==> config.mk <==
export PLATFORM = sky130hd
export DESIGN_NAME = cib_fpu
export DESIGN_NICKNAME = d
export VERILOG_FILES = /design/src/sv/cib_pkg.sv /design/src/sv/cib_fpu.sv
export SDC_FILE = /design/constraint.sdc
export NUM_CORES = 2
export LEC_CHECK = 0
export BUFFER_PORTS_ARGS = -buffer_cell sky130_fd_sc_hd__buf_2
export CAP_MARGIN = 20
export CORE_ASPECT_RATIO = 2
export CORE_MARGIN = 4
export CORE_UTILIZATION = 35
export CTS_CLUSTER_SIZE = 28
export DETAILED_ROUTE_END_ITERATION = 7
export MAX_ROUTING_LAYER = met4
export PLACE_DENSITY = 0.57
export SETUP_SLACK_MARGIN = 0.5
export SKIP_CTS_REPAIR_TIMING = 1
export SYNTH_ARGS = -nofsm -noshare
export SYNTH_HDL_FRONTEND = slang
export SYNTH_SLANG_ARGS = --single-unit
==> constraint.sdc <==
create_clock -name clock -period 25.3 [get_ports clock]
set_input_delay 2.53 -clock clock [delete_from_list [all_inputs] [get_ports clock]]
set_output_delay 2.53 -clock clock [all_outputs]
set_load 0.03 [all_outputs]
==> src/sv/cib_pkg.sv <==
// Shared constants, types and floating-point helpers for the cubic inverse block.
package cib_pkg;

   localparam int DBL_W             = 64;
   localparam int CODE_W            = 32;
   localparam int CSR_IDX_W         = 2;
   localparam int MAX_STEPS_DEFAULT = 64;

   localparam logic [CSR_IDX_W-1:0] CSR_COEF_CUBIC  = 2'd0;
   localparam logic [CSR_IDX_W-1:0] CSR_COEF_SQUARE = 2'd1;
   localparam logic [CSR_IDX_W-1:0] CSR_COEF_LINEAR = 2'd2;
   localparam logic [CSR_IDX_W-1:0] CSR_COEF_OFFSET = 2'd3;

   typedef logic [1:0] fop_type;
   localparam fop_type FOP_MUL = 2'd0;
   localparam fop_type FOP_ADD = 2'd1;
   localparam fop_type FOP_CVT = 2'd2;

   typedef struct packed {
      logic             start;
      fop_type          op;
      logic [DBL_W-1:0] a;
      logic [DBL_W-1:0] b;
   } fpu_req_type;

   typedef struct packed {
      logic             done;
      logic [DBL_W-1:0] result;
   } fpu_rsp_type;

   function automatic logic fp_is_nan(input logic [DBL_W-1:0] v);
      return (&v[62:52]) && (|v[51:0]);
   endfunction

   // IEEE less-than: false on NaN, signed zeros compare equal.
   function automatic logic fp_lt(input logic [DBL_W-1:0] a, input logic [DBL_W-1:0] b);
      logic r;
      if (fp_is_nan(a) || fp_is_nan(b)) begin
         r = 1'b0;
      end else if (a[62:0] == 63'd0 && b[62:0] == 63'd0) begin
         r = 1'b0;
      end else if (a[63] != b[63]) begin
         r = a[63];
      end else if (!a[63]) begin
         r = a[62:0] < b[62:0];
      end else begin
         r = a[62:0] > b[62:0];
      end
      return r;
   endfunction

   function automatic logic fp_le(input logic [DBL_W-1:0] a, input logic [DBL_W-1:0] b);
      logic eq;
      eq = !fp_is_nan(a) && !fp_is_nan(b) &&
           ((a == b) || (a[62:0] == 63'd0 && b[62:0] == 63'd0));
      return eq || fp_lt(a, b);
   endfunction

   // Exact midpoint of two codes, a half rounded away from zero.
   function automatic logic signed [CODE_W-1:0] mid_round(input logic signed [CODE_W-1:0] l,
                                                          input logic signed [CODE_W-1:0] r);
      logic signed [CODE_W:0] s;
      logic signed [CODE_W:0] t;
      s = {l[CODE_W-1], l} + {r[CODE_W-1], r};
      if (!s[0]) begin
         t = s;
      end else if (!s[CODE_W]) begin
         t = s + (CODE_W+1)'(1);
      end else begin
         t = s - (CODE_W+1)'(1);
      end
      t = t >>> 1;
      return t[CODE_W-1:0];
   endfunction

endpackage

==> src/sv/cib_fpu.sv <==
// Multi-cycle binary64 unit: multiply, add and 32-bit integer convert, round to nearest even.
module cib_fpu (
   input  logic                 clock,
   input  logic                 reset,
   input  cib_pkg::fpu_req_type fpu_req,
   output cib_pkg::fpu_rsp_type fpu_rsp
);
   import cib_pkg::*;

   localparam int SW = 128;
   localparam int EW = 14;
   localparam logic [DBL_W-1:0] QNAN = 64'h7FF8_0000_0000_0000;

   localparam logic [2:0] F_IDLE   = 3'd0;
   localparam logic [2:0] F_MUL    = 3'd1;
   localparam logic [2:0] F_ALIGN  = 3'd2;
   localparam logic [2:0] F_ADD    = 3'd3;
   localparam logic [2:0] F_NORM   = 3'd4;
   localparam logic [2:0] F_POST   = 3'd5;
   localparam logic [2:0] F_DENORM = 3'd6;
   localparam logic [2:0] F_ROUND  = 3'd7;

   logic [2:0]           state_ff, state_in;
   logic [2:0]           cnt_ff, cnt_in;
   logic                 done_ff, done_in;
   logic [DBL_W-1:0]     res_ff, res_in;
   logic                 sign_ff, sign_in;
   logic signed [EW-1:0] exp_ff, exp_in;
   logic [SW-1:0]        s_ff, s_in;
   logic [SW-1:0]        sa_ff, sa_in;
   logic                 st_ff, st_in;
   logic                 sub_ff, sub_in;
   logic                 subn_ff, subn_in;
   logic [6:0]           shamt_ff, shamt_in;
   logic [52:0]          ma_ff, ma_in;
   logic [52:0]          mb_ff, mb_in;

   logic [10:0]          a_ef, b_ef;
   logic [52:0]          a_m, b_m, big_m, sml_m;
   logic signed [EW-1:0] a_e, b_e, big_e, sml_e, ediff, biased, dd;
   logic                 a_nan, b_nan, a_inf, b_inf, a_zero, b_zero, b_big;
   logic [31:0]          cvt_mag;
   logic [7:0]           amt;
   logic [SW:0]          rsh, lsh;
   logic [26:0]          pp_x, pp_y;
   logic [53:0]          pp;
   logic [SW-1:0]        addend;
   logic                 rnd_inc;
   logic [62:0]          rnd_mag;

   function automatic logic [SW:0] rsh_step(input logic [SW-1:0] v, input logic [7:0] n);
      logic [SW-1:0] mask;
      mask = (SW'(1) << n) - SW'(1);
      return {|(v & mask), v >> n};
   endfunction

   function automatic logic [SW:0] lsh_step(input logic [SW-1:0] v, input logic [7:0] n);
      logic [SW-1:0] mask;
      mask = ~({SW{1'b1}} >> n);
      return {(v & mask) == '0, v << n};
   endfunction

   always_comb begin
      a_ef   = fpu_req.a[62:52];
      b_ef   = fpu_req.b[62:52];
      a_m    = {a_ef != 11'd0, fpu_req.a[51:0]};
      b_m    = {b_ef != 11'd0, fpu_req.b[51:0]};
      a_e    = (a_ef == 11'd0) ? -14'sd1022 : $signed({3'b000, a_ef}) - 14'sd1023;
      b_e    = (b_ef == 11'd0) ? -14'sd1022 : $signed({3'b000, b_ef}) - 14'sd1023;
      a_nan  = fp_is_nan(fpu_req.a);
      b_nan  = fp_is_nan(fpu_req.b);
      a_inf  = (&a_ef) && (fpu_req.a[51:0] == 52'd0);
      b_inf  = (&b_ef) && (fpu_req.b[51:0] == 52'd0);
      a_zero = fpu_req.a[62:0] == 63'd0;
      b_zero = fpu_req.b[62:0] == 63'd0;
      b_big  = (b_e > a_e) || (b_e == a_e && b_m > a_m);
      big_m  = b_big ? b_m : a_m;
      sml_m  = b_big ? a_m : b_m;
      big_e  = b_big ? b_e : a_e;
      sml_e  = b_big ? a_e : b_e;
      ediff  = big_e - sml_e;
      cvt_mag = fpu_req.a[31] ? (~fpu_req.a[31:0] + 32'd1) : fpu_req.a[31:0];

      amt    = 8'd64 >> cnt_ff;
      rsh    = rsh_step(s_ff, amt);
      lsh    = lsh_step(s_ff, amt);
      biased = exp_ff + 14'sd1023;
      dd     = 14'sd1 - biased;

      // One 27x27 partial product per cycle, placed so the product's top bit is bit 127.
      case (cnt_ff[1:0])
         2'd0:    begin pp_x = ma_ff[26:0];          pp_y = mb_ff[26:0];          end
         2'd1:    begin pp_x = ma_ff[26:0];          pp_y = {1'b0, mb_ff[52:27]}; end
         2'd2:    begin pp_x = {1'b0, ma_ff[52:27]}; pp_y = mb_ff[26:0];          end
         default: begin pp_x = {1'b0, ma_ff[52:27]}; pp_y = {1'b0, mb_ff[52:27]}; end
      endcase
      pp = pp_x * pp_y;
      case (cnt_ff[1:0])
         2'd0:    addend = SW'(pp) << 22;
         2'd3:    addend = SW'(pp) << 76;
         default: addend = SW'(pp) << 49;
      endcase

      rnd_inc = s_ff[74] && ((|s_ff[73:0]) || st_ff || s_ff[75]);
      rnd_mag = {(subn_ff ? 11'd0 : exp_ff[10:0]), s_ff[126:75]} + 63'(rnd_inc);

      state_in = state_ff;
      cnt_in   = cnt_ff;
      done_in  = 1'b0;
      res_in   = res_ff;
      sign_in  = sign_ff;
      exp_in   = exp_ff;
      s_in     = s_ff;
      sa_in    = sa_ff;
      st_in    = st_ff;
      sub_in   = sub_ff;
      subn_in  = subn_ff;
      shamt_in = shamt_ff;
      ma_in    = ma_ff;
      mb_in    = mb_ff;

      unique case (state_ff)
         F_IDLE: begin
            if (fpu_req.start) begin
               st_in  = 1'b0;
               cnt_in = 3'd0;
               case (fpu_req.op)
                  FOP_MUL: begin
                     if (a_nan || b_nan || (a_inf && b_zero) || (a_zero && b_inf)) begin
                        res_in = QNAN;  done_in = 1'b1;
                     end else if (a_inf || b_inf) begin
                        res_in  = {fpu_req.a[63] ^ fpu_req.b[63], 11'h7FF, 52'd0};
                        done_in = 1'b1;
                     end else if (a_zero || b_zero) begin
                        res_in  = {fpu_req.a[63] ^ fpu_req.b[63], 63'd0};
                        done_in = 1'b1;
                     end else begin
                        ma_in    = a_m;
                        mb_in    = b_m;
                        sign_in  = fpu_req.a[63] ^ fpu_req.b[63];
                        exp_in   = a_e + b_e + 14'sd1;
                        s_in     = '0;
                        state_in = F_MUL;
                     end
                  end
                  FOP_ADD: begin
                     if (a_nan || b_nan || (a_inf && b_inf && fpu_req.a[63] != fpu_req.b[63]))
                     begin
                        res_in = QNAN;  done_in = 1'b1;
                     end else if (a_zero && b_zero) begin
                        // Two zeros only sum to minus zero when both are negative.
                        res_in  = {fpu_req.a[63] & fpu_req.b[63], 63'd0};
                        done_in = 1'b1;
                     end else if (a_inf || b_zero) begin
                        res_in = fpu_req.a;  done_in = 1'b1;
                     end else if (b_inf || a_zero) begin
                        res_in = fpu_req.b;  done_in = 1'b1;
                     end else begin
                        sa_in    = SW'(big_m) << 74;
                        sign_in  = b_big ? fpu_req.b[63] : fpu_req.a[63];
                        sub_in   = fpu_req.a[63] != fpu_req.b[63];
                        exp_in   = big_e + 14'sd1;
                        shamt_in = ediff[6:0];
                        if (ediff > 14'sd127) begin
                           s_in     = '0;
                           st_in    = 1'b1;
                           state_in = F_ADD;
                        end else begin
                           s_in     = SW'(sml_m) << 74;
                           state_in = F_ALIGN;
                        end
                     end
                  end
                  FOP_CVT: begin
                     if (fpu_req.a[31:0] == 32'd0) begin
                        res_in = '0;  done_in = 1'b1;
                     end else begin
                        s_in     = {cvt_mag, 96'd0};
                        sign_in  = fpu_req.a[31];
                        exp_in   = 14'sd31;
                        state_in = F_NORM;
                     end
                  end
                  default: begin
                     res_in = QNAN;  done_in = 1'b1;
                  end
               endcase
            end
         end
         F_MUL: begin
            s_in   = s_ff + addend;
            cnt_in = cnt_ff + 3'd1;
            if (cnt_ff == 3'd3) begin
               cnt_in   = 3'd0;
               state_in = F_NORM;
            end
         end
         F_ALIGN, F_DENORM: begin
            if (shamt_ff[3'd6 - cnt_ff]) begin
               s_in  = rsh[SW-1:0];
               st_in = st_ff | rsh[SW];
            end
            cnt_in = cnt_ff + 3'd1;
            if (cnt_ff == 3'd6) begin
               cnt_in   = 3'd0;
               state_in = (state_ff == F_ALIGN) ? F_ADD : F_ROUND;
            end
         end
         F_ADD: begin
            // Bits lost in alignment make a difference fall just short of the exact one.
            s_in     = sub_ff ? (sa_ff - s_ff - SW'(st_ff)) : (sa_ff + s_ff);
            state_in = F_NORM;
         end
         F_NORM: begin
            if (cnt_ff == 3'd0 && s_ff == '0) begin
               res_in   = '0;
               done_in  = 1'b1;
               state_in = F_IDLE;
            end else begin
               if (lsh[SW]) begin
                  s_in   = lsh[SW-1:0];
                  exp_in = exp_ff - $signed(EW'(amt));
               end
               cnt_in = cnt_ff + 3'd1;
               if (cnt_ff == 3'd6) begin
                  cnt_in   = 3'd0;
                  state_in = F_POST;
               end
            end
         end
         F_POST: begin
            exp_in = biased;
            if (biased >= 14'sd2047) begin
               res_in   = {sign_ff, 11'h7FF, 52'd0};
               done_in  = 1'b1;
               state_in = F_IDLE;
            end else if (biased < 14'sd1) begin
               subn_in = 1'b1;
               if (dd > 14'sd127) begin
                  st_in    = st_ff | (|s_ff);
                  s_in     = '0;
                  state_in = F_ROUND;
               end else begin
                  shamt_in = dd[6:0];
                  cnt_in   = 3'd0;
                  state_in = F_DENORM;
               end
            end else begin
               subn_in  = 1'b0;
               state_in = F_ROUND;
            end
         end
         F_ROUND: begin
            res_in   = {sign_ff, rnd_mag};
            done_in  = 1'b1;
            state_in = F_IDLE;
         end
         default: state_in = F_IDLE;
      endcase
   end

   always_ff @(posedge clock) begin
      if (reset) begin
         state_ff <= F_IDLE;
         cnt_ff   <= 3'd0;
         done_ff  <= 1'b0;
      end else begin
         state_ff <= state_in;
         cnt_ff   <= cnt_in;
         done_ff  <= done_in;
      end
   end

   always_ff @(posedge clock) begin
      res_ff   <= res_in;
      sign_ff  <= sign_in;
      exp_ff   <= exp_in;
      s_ff     <= s_in;
      sa_ff    <= sa_in;
      st_ff    <= st_in;
      sub_ff   <= sub_in;
      subn_ff  <= subn_in;
      shamt_ff <= shamt_in;
      ma_ff    <= ma_in;
      mb_ff    <= mb_in;
   end

   assign fpu_rsp.done   = done_ff;
   assign fpu_rsp.result = res_ff;

endmodule

==> impl_metrics.ini, run 1 <==
[clock_network]
cts_buffers = 46
cts_root_buffer = clkbuf_16
cts_sinks = 383
htree_levels = 2
cts_max_path_buffers = 3

[floorplanning]
die_h_um = 707
row_count = 256
fp.dieW_um = 358
io_pins = 198
start_util = 0.352

[synth]
synth_seq_cells = 383
synth_ff_type = edfxtp_1
synth_warnings = 0
syn-num-nets = 12400
synth_cells = 11000
synth_top_area_share = 0.147
yosysTopAreaCell = fa_1
syn_area_um2 = 85600
synth_cell_type_count = 95
seq_area_frac_synth = 0.134
synth_edf_count = 376
synthTopCellsByArea = fa_1 15%, edfxtp_1 13%, mux2i_1 11%
ys_async_sr_fraction = 0
syn_area_per_cell_um2 = 7.79

[placed_design]
globalplace.congestion = 1.20
hpwlAfterDp_mm = 549
pre_cts_ws_ps = 10370
dp_cells = 14100
io_buffer_count = 197

[outcome]
status = aborted with a tool error
stop_stage = global routing (5_1_grt)
firstError = [ERROR GRT-0116] Global routing finished with congestion. Check the congestion regions in the DRC Viewer.

[global_routing]
grt_overflow = 684
grt_pass1_vias = 110000
grt_use_total = 0.630
grt_max_degree = 143
grt_pass1_wl_mm = 1090
-- cells by family after synthesis --
kind of cell / count (synthesis) / synth area share
DFF: 383 / 0.134
AOI/OAI and AO/OA: 2807 / 0.206
and+or+nand+nor: 3211 / 0.170
muxes: 969 / 0.116
adders and majority gates: 1308 / 0.246
xor gates and xnor gates: 451 / 0.0462
buffers and inverters: 1852 / 0.0817
-- cells in the mapped netlist (75+ instances only) --
| master | n |
|---|---|
| a221oi_1 | 111 |
| o22ai_1 | 131 |
| a21oi_1 | 757 |
| and2_1 | 88 |
| nor4_1 | 75 |
| nor3_1 | 148 |
| a21o_1 | 158 |
| xnor2_1 | 314 |
| ha_1 | 680 |
| nand3_1 | 159 |
| xor2_1 | 137 |
| inv_1 | 1206 |
| clkbuf_1 | 496 |
| edfxtp_1 | 376 |
| nand4_1 | 127 |
| fa_1 | 628 |
| o21bai_1 | 80 |
| o21ai_0 | 819 |
| nand2b_1 | 139 |
| mux2i_1 | 921 |
| buf_1 | 126 |
| nor2b_1 | 81 |
| nor2_1 | 880 |
| nand2_1 | 1267 |
-- routing by layer --
metal / GRT overflow / global-route usage
met2: 431 / 0.858
met4: 252 / 0.652
met3: 1 / 0.345
met1: 0 / 0.609
met5: - / -
-- through the flow --
step                hold WS, ps  instance area (µm²)
floorplan                   504                85600
global placement            573                91500
detailed placement          564                91700
CTS                         574                93300
==> run 2, diff against run 1 <==
--- a/config.mk
+++ b/config.mk
@@ -7,14 +7,10 @@
 export LEC_CHECK = 0
 export BUFFER_PORTS_ARGS = -buffer_cell sky130_fd_sc_hd__buf_2
 export CAP_MARGIN = 20
-export CORE_ASPECT_RATIO = 2
 export CORE_MARGIN = 4
-export CORE_UTILIZATION = 35
-export CTS_CLUSTER_SIZE = 28
+export CORE_UTILIZATION = 20
 export DETAILED_ROUTE_END_ITERATION = 7
-export MAX_ROUTING_LAYER = met4
-export PLACE_DENSITY = 0.57
-export SETUP_SLACK_MARGIN = 0.5
+export PLACE_DENSITY_LB_ADDON = 0.15
 export SKIP_CTS_REPAIR_TIMING = 1
 export SYNTH_ARGS = -nofsm -noshare
 export SYNTH_HDL_FRONTEND = slang
==> impl_metrics.ini, run 2 <==
[synth]
synth_top_area_share = 0.147
synth.most_common_cell = nand2_1
synth_cell_type_count = 95
seq_area_frac_synth = 0.134
synth_cells = 11000
netlist_top_cells_count = 1267 x nand2_1, 1206 x inv_1, 921 x mux2i_1
syn_area_per_cell_um2 = 7.79
synth_seq_cells = 383
synth_edf_count = 376
syn-num-nets = 12400
ys_async_sr_fraction = 0
synth_warnings = 0
syn_area_um2 = 85600
synthTopCellsByArea = fa_1 15%, edfxtp_1 13%, mux2i_1 11%
synth_ff_type = edfxtp_1
yosysTopAreaCell = fa_1

[global_routing]
grt_pass1_wl_mm = 751
grt_use_total = 0.245
antenna_found_initial = 104
grt_max_degree = 110
grt_pass1_vias = 86900
grt_overflow = 0

[clock_network]
clk_pin_slew_ps = 60
htree_levels = 2
cts_max_path_buffers = 3
insertion_delay_ps = 870
cts_sinks = 383
cts_tree = done
cts_buffers = 60
cts_root_buffer = clkbuf_16

[finish]
top_register = s_ff
largest_reg_flops = 128
nNetsFinal = 12400
layout_commonest_cell = nand2_1
area_growth_pct = 12.9
post-route-util = 0.227
final_area_um2 = 96700
drive_above_1_share = 0.0787
stdcell_count = 16700
layout_common_cells = 1259 x nand2_1, 1205 x inv_1, 906 x mux2i_1
fill_cells = 47600
reg_top3 = s_ff: 128 flops, res_ff: 64 flops

[worst_setup_path]
cp_max_fo = 42
r2r_end = s_ff[122]$_DFFE_PP_
crit_required_ps = 25820
slowest_stage = o41ai_1
critPathLaunch = cnt_ff[1]$_SDFFE_PP0P_
critical_path_class = reg -> reg
r2r_slack_ps = 9000
cpMostUsedCell = fa_1
endpoint = s_ff[122]$_DFFE_PP_
cp-end-kind = flip-flop
cp_slowest_stage_delay_ps = 980
worstRegToRegCells = 51
cp.arrival_ps = 16820
r2r-start = cnt_ff[1]$_SDFFE_PP0P_
start_kind = flip-flop

[hold_path]
hp-class = reg -> reg

[sta]
tns_ps = 0
grt_setup_unrepaired = false
finClkSkew_ps = 73.9
setup_viol = 0
period_minus_slack_ps = 16300
post-route-period-util = 0.644
timing.fmax_mhz = 61.3
worstMarginPinSlew_ps = 1350
max_slew_margin = 0.0959
finalMaxSlewViolations = 0
hold_viol_final = 0

[detailed_routing]
vias = 88600
drtIter0Drc = 10500
vias_per_cell = 5.30
drc = 0
routed_wl_mm = 557
routedWlPerCell_um = 33.3
first_pass_iters = 7
postRouteAntennaNets = 0

[placed_design]
hpwlAfterDp_mm = 458
io_buffer_count = 197
dp_cells = 16500
placed_area_um2 = 94500
globalplace.congestion = 1.02

[floorplanning]
io_pins = 198
coreArea_um2 = 425000
start_util = 0.201
row_count = 239
die-area_um2 = 438000
fp.dieW_um = 662
die_h_um = 662

[outcome]
status = complete, no violations

[run]
drv_cap = 0
-- run 2: worst min-delay path by stage --
stage / start / endpoint / slack (ps) / cells after the start
2_1_floorplan: cnt_ff[1]$_SDFFE_PP0P_ / cnt_ff[1]$_SDFFE_PP0P_ / 500 / 2
3_3_place_gp: cnt_ff[1]$_SDFFE_PP0P_ / cnt_ff[1]$_SDFFE_PP0P_ / 570 / 2
3_5_place_dp: cnt_ff[1]$_SDFFE_PP0P_ / cnt_ff[1]$_SDFFE_PP0P_ / 560 / 2
4_1_cts: cnt_ff[1]$_SDFFE_PP0P_ / cnt_ff[1]$_SDFFE_PP0P_ / 570 / 2
5_1_grt: cnt_ff[1]$_SDFFE_PP0P_ / cnt_ff[1]$_SDFFE_PP0P_ / 600 / 2
6_report: cnt_ff[1]$_SDFFE_PP0P_ / cnt_ff[1]$_SDFFE_PP0P_ / 570 / 2
-- run 2: final cells by class --
class	instances	area, µm²	area share
Clock buffer	74	1600	0.0166
Antenna cell	29	72.6	0.000751
Timing Repair Buffer	550	3720	0.0385
Clock inverter	40	419	0.00434
Multi-Input combinational cell	8746	67700	0.701
Sequential cell	383	11400	0.118
Inverter	1214	4580	0.0474
Tap cell	5663	7090	0.0733
-- run 2: stage by stage --
stage | hold WS [ps] | setup slack (ps)
floorplan | 504 | 12550
CTS | 575 | 9240
detailed placement | 565 | 9300
finish | 568 | 9000
global placement | 573 | 9310
global route | 600 | 8240
-- run 2: kinds of logic after synthesis --
group                    share of synthesized area
buffers and inverters                       0.0817
multiplexers                                 0.116
AND/OR/NAND/NOR                              0.170
XOR/XNOR                                    0.0462
AO/OA/AOI/OAI                                0.206
flip-flops                                   0.134
adder cells (fa/ha/maj)                      0.246
-- run 2: metal layers --
metal,vias to the layer above,global-route usage,part of all wire
met5,-,0,0.00043
met4,44,0.112,0.052
met3,903,0.0481,0.079
met2,3972,0.375,0.43
met1,45200,0.331,0.44
li1,38500,-,-
-- run 2: worst max-delay path, delay by kind of cell (launching register included) --
kind | cells | cell delay, ps
buffers and inverters | 10 | 2460
xor gates and xnor gates | 1 | 610
adders and majority gates | 10 | 4220
DFF | 1 | 320
and+or+nand+nor | 10 | 2530
muxes | 1 | 110
AOI/OAI and AO/OA | 19 | 5610
Power of run 2 is not shown: default switching activity piles up to over one toggle a cycle in this logic, so the estimate is an artifact.
